**config.mk**
```make
export PLATFORM = sky130hd
export DESIGN_NAME = joint_velocity_tracker_unit
export DESIGN_NICKNAME = d
export VERILOG_FILES = /design/src/hw/rtl/jvt_pkg.sv /design/src/hw/rtl/jvt_front.sv /design/src/hw/rtl/jvt_back.sv /design/src/hw/rtl/joint_velocity_tracker_unit.sv
export SDC_FILE = /design/constraint.sdc
export NUM_CORES = 2
export LEC_CHECK = 0
export BUFFER_PORTS_ARGS = -buffer_cell sky130_fd_sc_hd__buf_2
export CAP_MARGIN = 10
export CORE_ASPECT_RATIO = 0.75
export CORE_MARGIN = 3
export CORE_UTILIZATION = 55
export DETAILED_ROUTE_END_ITERATION = 6
export GPL_TIMING_DRIVEN = 0
export MAX_ROUTING_LAYER = met4
export PLACE_DENSITY = 0.72
export RECOVER_POWER = 50
export SYNTH_ARGS = -nofsm -noshare
export SYNTH_HDL_FRONTEND = slang
export SYNTH_SLANG_ARGS = --single-unit
```
**constraint.sdc**
```tcl
create_clock -name clk -period 12.6 [get_ports clk]
set_clock_uncertainty 0.1 [all_clocks]
set_input_delay 0.63 -clock clk [delete_from_list [all_inputs] [get_ports clk]]
set_output_delay 0.63 -clock clk [all_outputs]
set_load 0.01 [all_outputs]
```
**src/hw/rtl/jvt_pkg.sv**
```systemverilog
// ----------------------------------------------------------------------------
// jvt_pkg: shared types and constants of the joint velocity tracker
// Field widths, angle limits, register indexes, queue entry and helpers.
// ----------------------------------------------------------------------------
package jvt_pkg;

    // field widths
    localparam int JOINT_W    = 3;
    localparam int ANGLE_W    = 26;
    localparam int GAIN_W     = 16;
    localparam int LIM_W      = 25;
    localparam int TICK_W     = 14;
    localparam int CFG_ADDR_W = 2;
    localparam int CFG_DATA_W = 25;
    localparam int TDATA_W    = 56;
    localparam int TUSER_W    = 2;
    localparam int PROD_W     = 42;

    // default joint count
    localparam int JOINTS_DEF = 6;

    // front queue depth
    localparam int Q_DEPTH = 2;

    // angle limits in signed Q12.16 degrees (28 bits, 16 fraction bits), wide enough for every intermediate sum
    localparam logic signed [27:0] ANG_180     = 28'sd11796480;
    localparam logic signed [27:0] ANG_360     = 28'sd23592960;
    localparam logic signed [27:0] ANG_NEG_180 = -28'sd11796480;
    localparam logic signed [27:0] ANG_NEG_360 = -28'sd23592960;

    // configuration register indexes
    localparam logic [CFG_ADDR_W-1:0] CFG_GAIN      = 2'd0;
    localparam logic [CFG_ADDR_W-1:0] CFG_VEL_LIMIT = 2'd1;
    localparam logic [CFG_ADDR_W-1:0] CFG_SLEW      = 2'd2;
    localparam logic [CFG_ADDR_W-1:0] CFG_TICK      = 2'd3;

    // configuration reset values
    localparam logic [GAIN_W-1:0] GAIN_RST      = 16'd640;
    localparam logic [LIM_W-1:0]  VEL_LIMIT_RST = 25'd786432;
    localparam logic [LIM_W-1:0]  SLEW_RST      = 25'd157286;
    localparam logic [TICK_W-1:0] TICK_RST      = 14'd1311;

    // what the back end has to do with an item
    typedef enum logic [1:0] {
        KIND_TRACK,
        KIND_START,
        KIND_SKIP
    } kind_t;

    // one classified item in the queue
    typedef struct packed {
        kind_t                      kind;
        logic [JOINT_W-1:0]         joint;
        logic signed [ANGLE_W-1:0]  ref_angle;
        logic signed [ANGLE_W-1:0]  meas_angle;
        logic                       meas_valid;
    } entry_t;

    // saturate an angle to +-360 degrees
    function automatic logic signed [ANGLE_W-1:0] sat_angle(input logic signed [27:0] a);
        logic signed [27:0] r;
        begin
            if (a > ANG_360)
            begin
                r = ANG_360;
            end
            else if (a < ANG_NEG_360)
            begin
                r = ANG_NEG_360;
            end
            else
            begin
                r = a;
            end
            return r[ANGLE_W-1:0];
        end
    endfunction

endpackage

```
**src/hw/rtl/jvt_front.sv**
```systemverilog
// ----------------------------------------------------------------------------
// jvt_front: input side of the joint velocity tracker
// Accepts stream transactions, classifies them and holds them in a short queue.
// ----------------------------------------------------------------------------
module jvt_front
    import jvt_pkg::*;
#(
    parameter int JOINTS = JOINTS_DEF
)
(
    input  logic               clk,
    input  logic               rst_n,
    input  logic               s_tvalid,
    output logic               s_tready,
    input  logic [TDATA_W-1:0] s_tdata,
    input  logic [TUSER_W-1:0] s_tuser,
    output logic               q_valid,
    output entry_t             q_entry,
    input  logic               q_pop
);

    localparam int QPTR_W = (Q_DEPTH > 1) ? $clog2(Q_DEPTH) : 1;
    localparam int QCNT_W = $clog2(Q_DEPTH + 1);

    entry_t              q_reg [Q_DEPTH];
    logic [QPTR_W-1:0]   wr_ptr_reg;
    logic [QPTR_W-1:0]   rd_ptr_reg;
    logic [QCNT_W-1:0]   count_reg;
    entry_t              in_entry;
    logic                push;
    logic                in_range;

    // field decode and classification
    always_comb
    begin
        in_range            = (32'(s_tdata[JOINT_W-1:0]) < 32'(JOINTS));
        in_entry.joint      = s_tdata[JOINT_W-1:0];
        in_entry.ref_angle  = s_tdata[JOINT_W+ANGLE_W-1:JOINT_W];
        in_entry.meas_angle = s_tdata[JOINT_W+2*ANGLE_W-1:JOINT_W+ANGLE_W];
        in_entry.meas_valid = s_tuser[1];
        if (!in_range)
        begin
            in_entry.kind = KIND_SKIP;
        end
        else if (s_tuser[0])
        begin
            in_entry.kind = KIND_START;
        end
        else
        begin
            in_entry.kind = KIND_TRACK;
        end
    end

    assign s_tready = (count_reg != QCNT_W'(Q_DEPTH));
    assign push     = s_tvalid && s_tready;
    assign q_valid  = (count_reg != '0);
    assign q_entry  = q_reg[rd_ptr_reg];

    // queue storage
    always_ff @(posedge clk)
    begin
        if (push)
        begin
            q_reg[wr_ptr_reg] <= in_entry;
        end
    end

    // queue pointers
    always_ff @(posedge clk or negedge rst_n)
    begin
        if (!rst_n)
        begin
            wr_ptr_reg <= '0;
            rd_ptr_reg <= '0;
            count_reg  <= '0;
        end
        else
        begin
            if (push)
            begin
                wr_ptr_reg <= (32'(wr_ptr_reg) == Q_DEPTH - 1) ? '0 : wr_ptr_reg + 1'b1;
            end
            if (q_pop)
            begin
                rd_ptr_reg <= (32'(rd_ptr_reg) == Q_DEPTH - 1) ? '0 : rd_ptr_reg + 1'b1;
            end
            case ({push, q_pop})
                2'b10:   count_reg <= count_reg + 1'b1;
                2'b01:   count_reg <= count_reg - 1'b1;
                default: count_reg <= count_reg;
            endcase
        end
    end

endmodule

```
**src/hw/rtl/jvt_back.sv**
```systemverilog
// ----------------------------------------------------------------------------
// jvt_back: execution side of the joint velocity tracker
// Sequencer with one shared multiplier, per-joint state and the result register.
// ----------------------------------------------------------------------------
module jvt_back
    import jvt_pkg::*;
#(
    parameter int JOINTS = JOINTS_DEF
)
(
    input  logic                  clk,
    input  logic                  rst_n,
    input  logic                  cfg_we,
    input  logic [CFG_ADDR_W-1:0] cfg_addr,
    input  logic [CFG_DATA_W-1:0] cfg_wdata,
    input  logic                  q_valid,
    input  entry_t                q_entry,
    output logic                  q_pop,
    output logic                  m_tvalid,
    input  logic                  m_tready,
    output logic [TDATA_W-1:0]    m_tdata
);

    localparam int JW = (JOINTS > 1) ? $clog2(JOINTS) : 1;
    localparam int IW = (JW > JOINT_W) ? JW : JOINT_W;

    typedef enum logic [2:0] {
        ST_IDLE,
        ST_WRAP,
        ST_CLAMP,
        ST_SLEW,
        ST_INTEG,
        ST_EST,
        ST_DONE
    } state_t;

    state_t                     state_reg;
    logic [GAIN_W-1:0]          gain_reg;
    logic [LIM_W-1:0]           lim_reg;
    logic [LIM_W-1:0]           slew_reg;
    logic [TICK_W-1:0]          tick_reg;

    logic signed [ANGLE_W-1:0]  est_arr_reg  [JOINTS];
    logic signed [ANGLE_W-1:0]  last_arr_reg [JOINTS];

    logic [JW-1:0]              idx_reg;
    logic [JOINT_W-1:0]         joint_reg;
    logic signed [ANGLE_W-1:0]  est_reg;
    logic signed [ANGLE_W-1:0]  last_reg;
    logic signed [27:0]         err_reg;
    logic signed [ANGLE_W-1:0]  v_reg;
    logic [PROD_W-1:0]          prod_reg;
    logic                       neg_reg;
    logic signed [ANGLE_W-1:0]  res_vel_reg;
    logic signed [ANGLE_W-1:0]  res_est_reg;

    logic                       m_tvalid_reg;
    logic [JOINT_W-1:0]         m_joint_reg;
    logic signed [ANGLE_W-1:0]  m_vel_reg;
    logic signed [ANGLE_W-1:0]  m_est_reg;

    logic [IW-1:0]              jext;
    logic [JW-1:0]              idx_in;
    logic signed [ANGLE_W-1:0]  est_cur;
    logic signed [ANGLE_W-1:0]  last_cur;
    logic signed [ANGLE_W-1:0]  est_sel;
    logic signed [27:0]         err_in;
    logic signed [ANGLE_W-1:0]  meas_sat;
    logic signed [27:0]         err_neg;
    logic [ANGLE_W-1:0]         err_mag;
    logic signed [27:0]         v_neg;
    logic [ANGLE_W-1:0]         v_mag;
    logic [ANGLE_W-1:0]         mul_a;
    logic [GAIN_W-1:0]          mul_b;
    logic [PROD_W-1:0]          prod;
    logic [PROD_W-1:0]          rnd8;
    logic [PROD_W-9:0]          p8;
    logic [LIM_W-1:0]           pm;
    logic signed [ANGLE_W-1:0]  v_clamp;
    logic signed [27:0]         v_wide;
    logic signed [27:0]         hi;
    logic signed [27:0]         lo;
    logic signed [ANGLE_W-1:0]  v_slew;
    logic [PROD_W-1:0]          rnd16;
    logic [ANGLE_W-1:0]         s16;
    logic signed [27:0]         step;
    logic signed [27:0]         est_sum;
    logic signed [ANGLE_W-1:0]  est_new;
    logic                       out_free;

    // state lookup for the item at the head of the queue
    assign jext     = IW'(q_entry.joint);
    assign idx_in   = jext[JW-1:0];
    assign est_cur  = est_arr_reg[idx_in];
    assign last_cur = last_arr_reg[idx_in];
    assign est_sel  = q_entry.meas_valid ? q_entry.meas_angle : est_cur;
    assign err_in   = 28'(q_entry.ref_angle) - 28'(est_sel);
    assign meas_sat = sat_angle(28'(q_entry.meas_angle));
    assign q_pop    = (state_reg == ST_IDLE) && q_valid;

    // shared multiplier: wrapped error times gain, then velocity times tick
    assign err_neg = -err_reg;
    assign err_mag = err_reg[27] ? err_neg[ANGLE_W-1:0] : err_reg[ANGLE_W-1:0];
    assign v_neg   = -28'(v_reg);
    assign v_mag   = v_reg[ANGLE_W-1] ? v_neg[ANGLE_W-1:0] : v_reg;
    assign mul_a   = (state_reg == ST_WRAP) ? err_mag : v_mag;
    assign mul_b   = (state_reg == ST_WRAP) ? gain_reg : GAIN_W'(tick_reg);
    assign prod    = PROD_W'(mul_a) * PROD_W'(mul_b);

    // rounding of the gain product and speed clamp on the magnitude
    assign rnd8    = prod_reg + PROD_W'(128);
    assign p8      = rnd8[PROD_W-1:8];
    assign pm      = (p8 > (PROD_W-8)'(lim_reg)) ? lim_reg : p8[LIM_W-1:0];
    assign v_clamp = neg_reg ? -ANGLE_W'(pm) : ANGLE_W'(pm);

    // slew limit against the last command
    assign v_wide = 28'(v_reg);
    assign hi     = 28'(last_reg) + 28'(slew_reg);
    assign lo     = 28'(last_reg) - 28'(slew_reg);
    assign v_slew = (v_wide > hi) ? hi[ANGLE_W-1:0] :
                    (v_wide < lo) ? lo[ANGLE_W-1:0] : v_reg;

    // integration step with rounding and saturation
    assign rnd16   = prod_reg + PROD_W'(32768);
    assign s16     = rnd16[16+ANGLE_W-1:16];
    assign step    = neg_reg ? -28'(s16) : 28'(s16);
    assign est_sum = 28'(est_reg) + step;
    assign est_new = sat_angle(est_sum);

    assign out_free = !m_tvalid_reg || m_tready;

    // configuration registers
    always_ff @(posedge clk or negedge rst_n)
    begin
        if (!rst_n)
        begin
            gain_reg <= GAIN_RST;
            lim_reg  <= VEL_LIMIT_RST;
            slew_reg <= SLEW_RST;
            tick_reg <= TICK_RST;
        end
        else if (cfg_we)
        begin
            case (cfg_addr)
                CFG_GAIN:      gain_reg <= cfg_wdata[GAIN_W-1:0];
                CFG_VEL_LIMIT: lim_reg  <= cfg_wdata[LIM_W-1:0];
                CFG_SLEW:      slew_reg <= cfg_wdata[LIM_W-1:0];
                CFG_TICK:      tick_reg <= cfg_wdata[TICK_W-1:0];
                default:       gain_reg <= gain_reg;
            endcase
        end
    end

    // sequencer, joint state and result register
    always_ff @(posedge clk or negedge rst_n)
    begin
        if (!rst_n)
        begin
            state_reg    <= ST_IDLE;
            for (int i = 0; i < JOINTS; i++)
            begin
                est_arr_reg[i]  <= '0;
                last_arr_reg[i] <= '0;
            end
            idx_reg      <= '0;
            joint_reg    <= '0;
            est_reg      <= '0;
            last_reg     <= '0;
            err_reg      <= '0;
            v_reg        <= '0;
            prod_reg     <= '0;
            neg_reg      <= 1'b0;
            res_vel_reg  <= '0;
            res_est_reg  <= '0;
            m_tvalid_reg <= 1'b0;
            m_joint_reg  <= '0;
            m_vel_reg    <= '0;
            m_est_reg    <= '0;
        end
        else
        begin
            // output taken while no new result is being loaded
            if (m_tvalid_reg && m_tready && (state_reg != ST_DONE))
            begin
                m_tvalid_reg <= 1'b0;
            end
            case (state_reg)
                ST_IDLE:
                begin
                    if (q_valid)
                    begin
                        idx_reg   <= idx_in;
                        joint_reg <= q_entry.joint;
                        case (q_entry.kind)
                            KIND_TRACK:
                            begin
                                est_reg   <= est_sel;
                                last_reg  <= last_cur;
                                err_reg   <= err_in;
                                state_reg <= ST_WRAP;
                            end
                            KIND_START:
                            begin
                                est_arr_reg[idx_in]  <= meas_sat;
                                last_arr_reg[idx_in] <= '0;
                                res_vel_reg          <= '0;
                                res_est_reg          <= meas_sat;
                                state_reg            <= ST_DONE;
                            end
                            default:
                            begin
                                res_vel_reg <= '0;
                                res_est_reg <= '0;
                                state_reg   <= ST_DONE;
                            end
                        endcase
                    end
                end
                ST_WRAP:
                begin
                    // one turn per cycle until the error is in (-180,180]
                    if (err_reg > ANG_180)
                    begin
                        err_reg <= err_reg - ANG_360;
                    end
                    else if (err_reg <= ANG_NEG_180)
                    begin
                        err_reg <= err_reg + ANG_360;
                    end
                    else
                    begin
                        prod_reg  <= prod;
                        neg_reg   <= err_reg[27];
                        state_reg <= ST_CLAMP;
                    end
                end
                ST_CLAMP:
                begin
                    v_reg     <= v_clamp;
                    state_reg <= ST_SLEW;
                end
                ST_SLEW:
                begin
                    v_reg                 <= v_slew;
                    last_arr_reg[idx_reg] <= v_slew;
                    res_vel_reg           <= v_slew;
                    state_reg             <= ST_INTEG;
                end
                ST_INTEG:
                begin
                    prod_reg  <= prod;
                    neg_reg   <= v_reg[ANGLE_W-1];
                    state_reg <= ST_EST;
                end
                ST_EST:
                begin
                    est_arr_reg[idx_reg] <= est_new;
                    res_est_reg          <= est_new;
                    state_reg            <= ST_DONE;
                end
                ST_DONE:
                begin
                    if (out_free)
                    begin
                        m_tvalid_reg <= 1'b1;
                        m_joint_reg  <= joint_reg;
                        m_vel_reg    <= res_vel_reg;
                        m_est_reg    <= res_est_reg;
                        state_reg    <= ST_IDLE;
                    end
                end
                default:
                begin
                    state_reg <= ST_IDLE;
                end
            endcase
        end
    end

    assign m_tvalid = m_tvalid_reg;
    assign m_tdata  = TDATA_W'({m_est_reg, m_vel_reg, m_joint_reg});

endmodule

```
**src/hw/rtl/joint_velocity_tracker_unit.sv**
```systemverilog
// ----------------------------------------------------------------------------
// joint_velocity_tracker_unit: per-joint velocity tracker, top level
// Proportional velocity command with speed clamp, slew limit and estimate integration per joint.
// ----------------------------------------------------------------------------
// Each input transaction names one joint and yields one output transaction.
// A track item passes through error wrap (one 360 degree turn at a time),
// speed clamp, slew limit, integration and estimate update; a start item
// or an item for a joint beyond the joint count goes straight to the
// result. The sequencer runs the gain and integration products one after
// the other through a single 26x16 multiplier. A two-entry queue in front
// keeps accepting while the back end works, until it is full, and the
// output register holds a finished result while the next one is computed.
// Configuration writes land at once and are meant for idle periods only.
module joint_velocity_tracker_unit
    import jvt_pkg::*;
#(
    parameter int JOINTS = JOINTS_DEF
)
(
    input  logic                  clk,
    input  logic                  rst_n,
    // input stream
    input  logic                  s_tvalid,
    output logic                  s_tready,
    input  logic [TDATA_W-1:0]    s_tdata,   // joint[2:0], ref_angle[28:3], meas_angle[54:29]
    input  logic [TUSER_W-1:0]    s_tuser,   // op[0], meas_valid[1]
    // output stream
    output logic                  m_tvalid,
    input  logic                  m_tready,
    output logic [TDATA_W-1:0]    m_tdata,   // joint_out[2:0], vel_cmd[28:3], est_angle_out[54:29]
    // configuration writes
    input  logic                  cfg_we,
    input  logic [CFG_ADDR_W-1:0] cfg_addr,
    input  logic [CFG_DATA_W-1:0] cfg_wdata
);

    logic   q_valid;
    entry_t q_entry;
    logic   q_pop;

    // accept and classify
    jvt_front #(
        .JOINTS (JOINTS)
    ) u_front (
        .clk      (clk),
        .rst_n    (rst_n),
        .s_tvalid (s_tvalid),
        .s_tready (s_tready),
        .s_tdata  (s_tdata),
        .s_tuser  (s_tuser),
        .q_valid  (q_valid),
        .q_entry  (q_entry),
        .q_pop    (q_pop)
    );

    // execute and deliver
    jvt_back #(
        .JOINTS (JOINTS)
    ) u_back (
        .clk       (clk),
        .rst_n     (rst_n),
        .cfg_we    (cfg_we),
        .cfg_addr  (cfg_addr),
        .cfg_wdata (cfg_wdata),
        .q_valid   (q_valid),
        .q_entry   (q_entry),
        .q_pop     (q_pop),
        .m_tvalid  (m_tvalid),
        .m_tready  (m_tready),
        .m_tdata   (m_tdata)
    );

endmodule
```
==> impl_metrics.ini <==
[outcome]
status = complete, but fails checks
violations = DRC, capacitance limit, slew limit

[cts]
clock_path_buffers = 3
insertion_delay_ps = 710
cts_setup_buffers = 0
cts_tree = built
cts.clk_slew.worst_paths_ps = 70
htree_levels = 3
numCtsBuffers = 78
clock-sinks = 768
cts_root_buf = clkbuf_16

[setup_path]
critPathMaxFanout = 10
reg2reg_to = u_back.prod_reg[41]$_DFFE_PN0P_
r2r_setup_slack_ps = 590
r2r-start = u_back.state_reg[0]$_DFFE_PN0P_
crit_slowest_cell = a21oi_1
rr_worst_depth = 28
cp_common_cell = fa_1
cp.arrival_ps = 12530
crit_path_max_incr_delay_ps = 1090
worst-path-buf-inv = 7
crit_required_ps = 13120
cp_top_family = adder cells
worstSetupEndpointType = register
crit_path_start_kind = register
worstSetupPathType = register to register

[place]
dpl.hpwl_mm = 178
place_congestion = 1.05
portBuffers = 145
pre_cts_ws_ps = 1080

[die]
std_cell_rows = 101
initial_core_util = 0.561
die_h_um = 286
die_x_um = 379
core_area_mm2 = 0.102
io_pins = 148
dieArea_mm2 = 0.108

[routing]
dr.first_iter.drc_count = 7269
viasPerCell = 6.52
finalWirelength_mm = 227
firstDrtPassIters = 7
routedWlPerCell_um = 28.6
vias = 51700
ant_nets = 0
remaining_drc_errors = 2

[timing]
fin_hold_ws_ps = 32.0
setup_slack_ps = 592
slew_headroom = -3.26
finalCritPeriodShare = 0.953
worstMarginPinSlew_ps = 6390
grt_setup_unrepaired = no
finalMaxSlewViolations = 315
setup-violations-final = 0
fin_crit_ps = 12010
hold_viol = 0
fmax_mhz = 83.3

[synth]
yosys-top-cells-count = 1016 x nand2_1, 632 x dfrtp_1, 516 x inv_1
yosys.area.top_type_share = 0.276
synthCells = 6259
ys_warn_count = 0
synth_fp_nets = 6994
yosysMostFrequentCell = nand2_1
async_reset_ff_frac = 0.849
netlist.top_cell.by_area = dfrtp_1
synth_seq_cells = 768
seq_area_frac_synth = 0.346
syn_area_mm2 = 0.0574
ys_top_cells_by_area = dfrtp_1 28%, fa_1 12%, ha_1 6.7%
synthDistinctLibCells = 87
synthFlopType = dfrtp_1
synth_edf_count = 116
syn_area_per_cell_um2 = 9.17

[grt]
grt_max_degree = 118
antenna_found_initial = 8
use_met1 = 0.638
grt_pass1_wl_mm = 331
gr-usage-met3 = 0.158
track_usage = 0.429
grt_overflow = 0
use_met2 = 0.543
grt_pass1_vias = 48600
top_usage_layer = met1

[min_path]
hold_path.class = input pin to register
hold_start = s_tdata[6]
hold_path_depth = 1
min_to = u_front.q_reg[1][30]$_DFFE_PP_

[cells_and_area]
nNetsFinal = 7255
layout-drive-gt1-share = 0.0708
area_delta_synth_final_pct = 9.78
post-route-util = 0.615

[flow_run]
cap_violations = 5
==> cell type report <==
class / instances / area, um2
fill: 8961 / 39400
clock buffer: 109 / 2270
multi-input combinational: 4635 / 34400
tap: 1339 / 1680
sequential: 768 / 19800
inverter: 518 / 1940
clock inverter: 35 / 598
antenna: 10 / 25.0
buffer: 338 / 1300
timing repair buffer: 181 / 986
==> metrics by stage <==
step / cell area, um2 / TNS [ps] / instances
floorplan: 57400 / 0 / 6259
finish: 63000 / 0 / 7933
global placement: 59800 / -2011330 / 7743
global route: 63000 / 0 / 7928
detailed placement: 60100 / 0 / 7761
CTS: 63100 / 0 / 7920
==> worst reg2reg max path, delay by kind of cell (launching register included) <==
kind | cells | cell delay [ps]
buffers and inverters | 7 | 2540
muxes | 1 | 230
DFF | 1 | 320
xor gates and xnor gates | 1 | 450
adders and majority gates | 7 | 3580
and+or+nand+nor | 5 | 1760
AOI/OAI and AO/OA | 7 | 2950
==> kinds of logic after synthesis <==
kind of cell             Yosys count  synth area share
AND/OR/NAND/NOR                 1934             0.148
multiplexers                     268            0.0511
buffers and inverters            856            0.0566
other                              1         0.0000654
flip-flops                       768             0.346
adder cells (fa/ha/maj)          645             0.185
XOR/XNOR                         275            0.0420
AO/OA/AOI/OAI                   1512             0.171
==> timing repair <==
item / 4_1_cts / 5_1_grt
hold buffers: 15 / 0
hold endpoints to repair: 118 / 0
resized for setup: 0 / 0
setup endpoints to repair: 0 / 0
==> metal layers <==
layer	part of all wire	vias up
li1	-	22100
met1	0.43	25800
met2	0.38	3408
met3	0.15	413
met4	0.030	0
met5	0	-
==> how the worst max path moves through the flow <==
stage	slack, ps	cells past startpoint	startpoint	endpoint
2_1_floorplan	3770	33	u_back.v_reg[0]$_DFFE_PN0P_	u_back.prod_reg[41]$_DFFE_PN0P_
3_3_place_gp	-3340	1	rst_n	u_back.prod_reg[29]$_DFFE_PN0P_
3_5_place_dp	1080	28	u_back.state_reg[1]$_DFFE_PN0P_	u_back.prod_reg[41]$_DFFE_PN0P_
4_1_cts	1040	28	u_back.state_reg[0]$_DFFE_PN0P_	u_back.prod_reg[41]$_DFFE_PN0P_
5_1_grt	300	30	u_back.state_reg[0]$_DFFE_PN0P_	u_back.prod_reg[41]$_DFFE_PN0P_
6_report	590	28	u_back.state_reg[0]$_DFFE_PN0P_	u_back.prod_reg[41]$_DFFE_PN0P_
==> layout by cell type (no fill, tap or decap), types with 98 or more instances in the layout <==
master	count
clkbuf_1	404
nand2_1	1016
mux2_2	180
nor2_1	395
ha_1	307
a21oi_1	317
edfxtp_1	116
dfrtp_1	632
xnor2_1	170
a22oi_1	98
xor2_1	105
inv_1	516
fa_1	338
o21ai_0	428
Power is not shown: default switching activity piles up to over one toggle a cycle in this logic, so the estimate is an artifact.
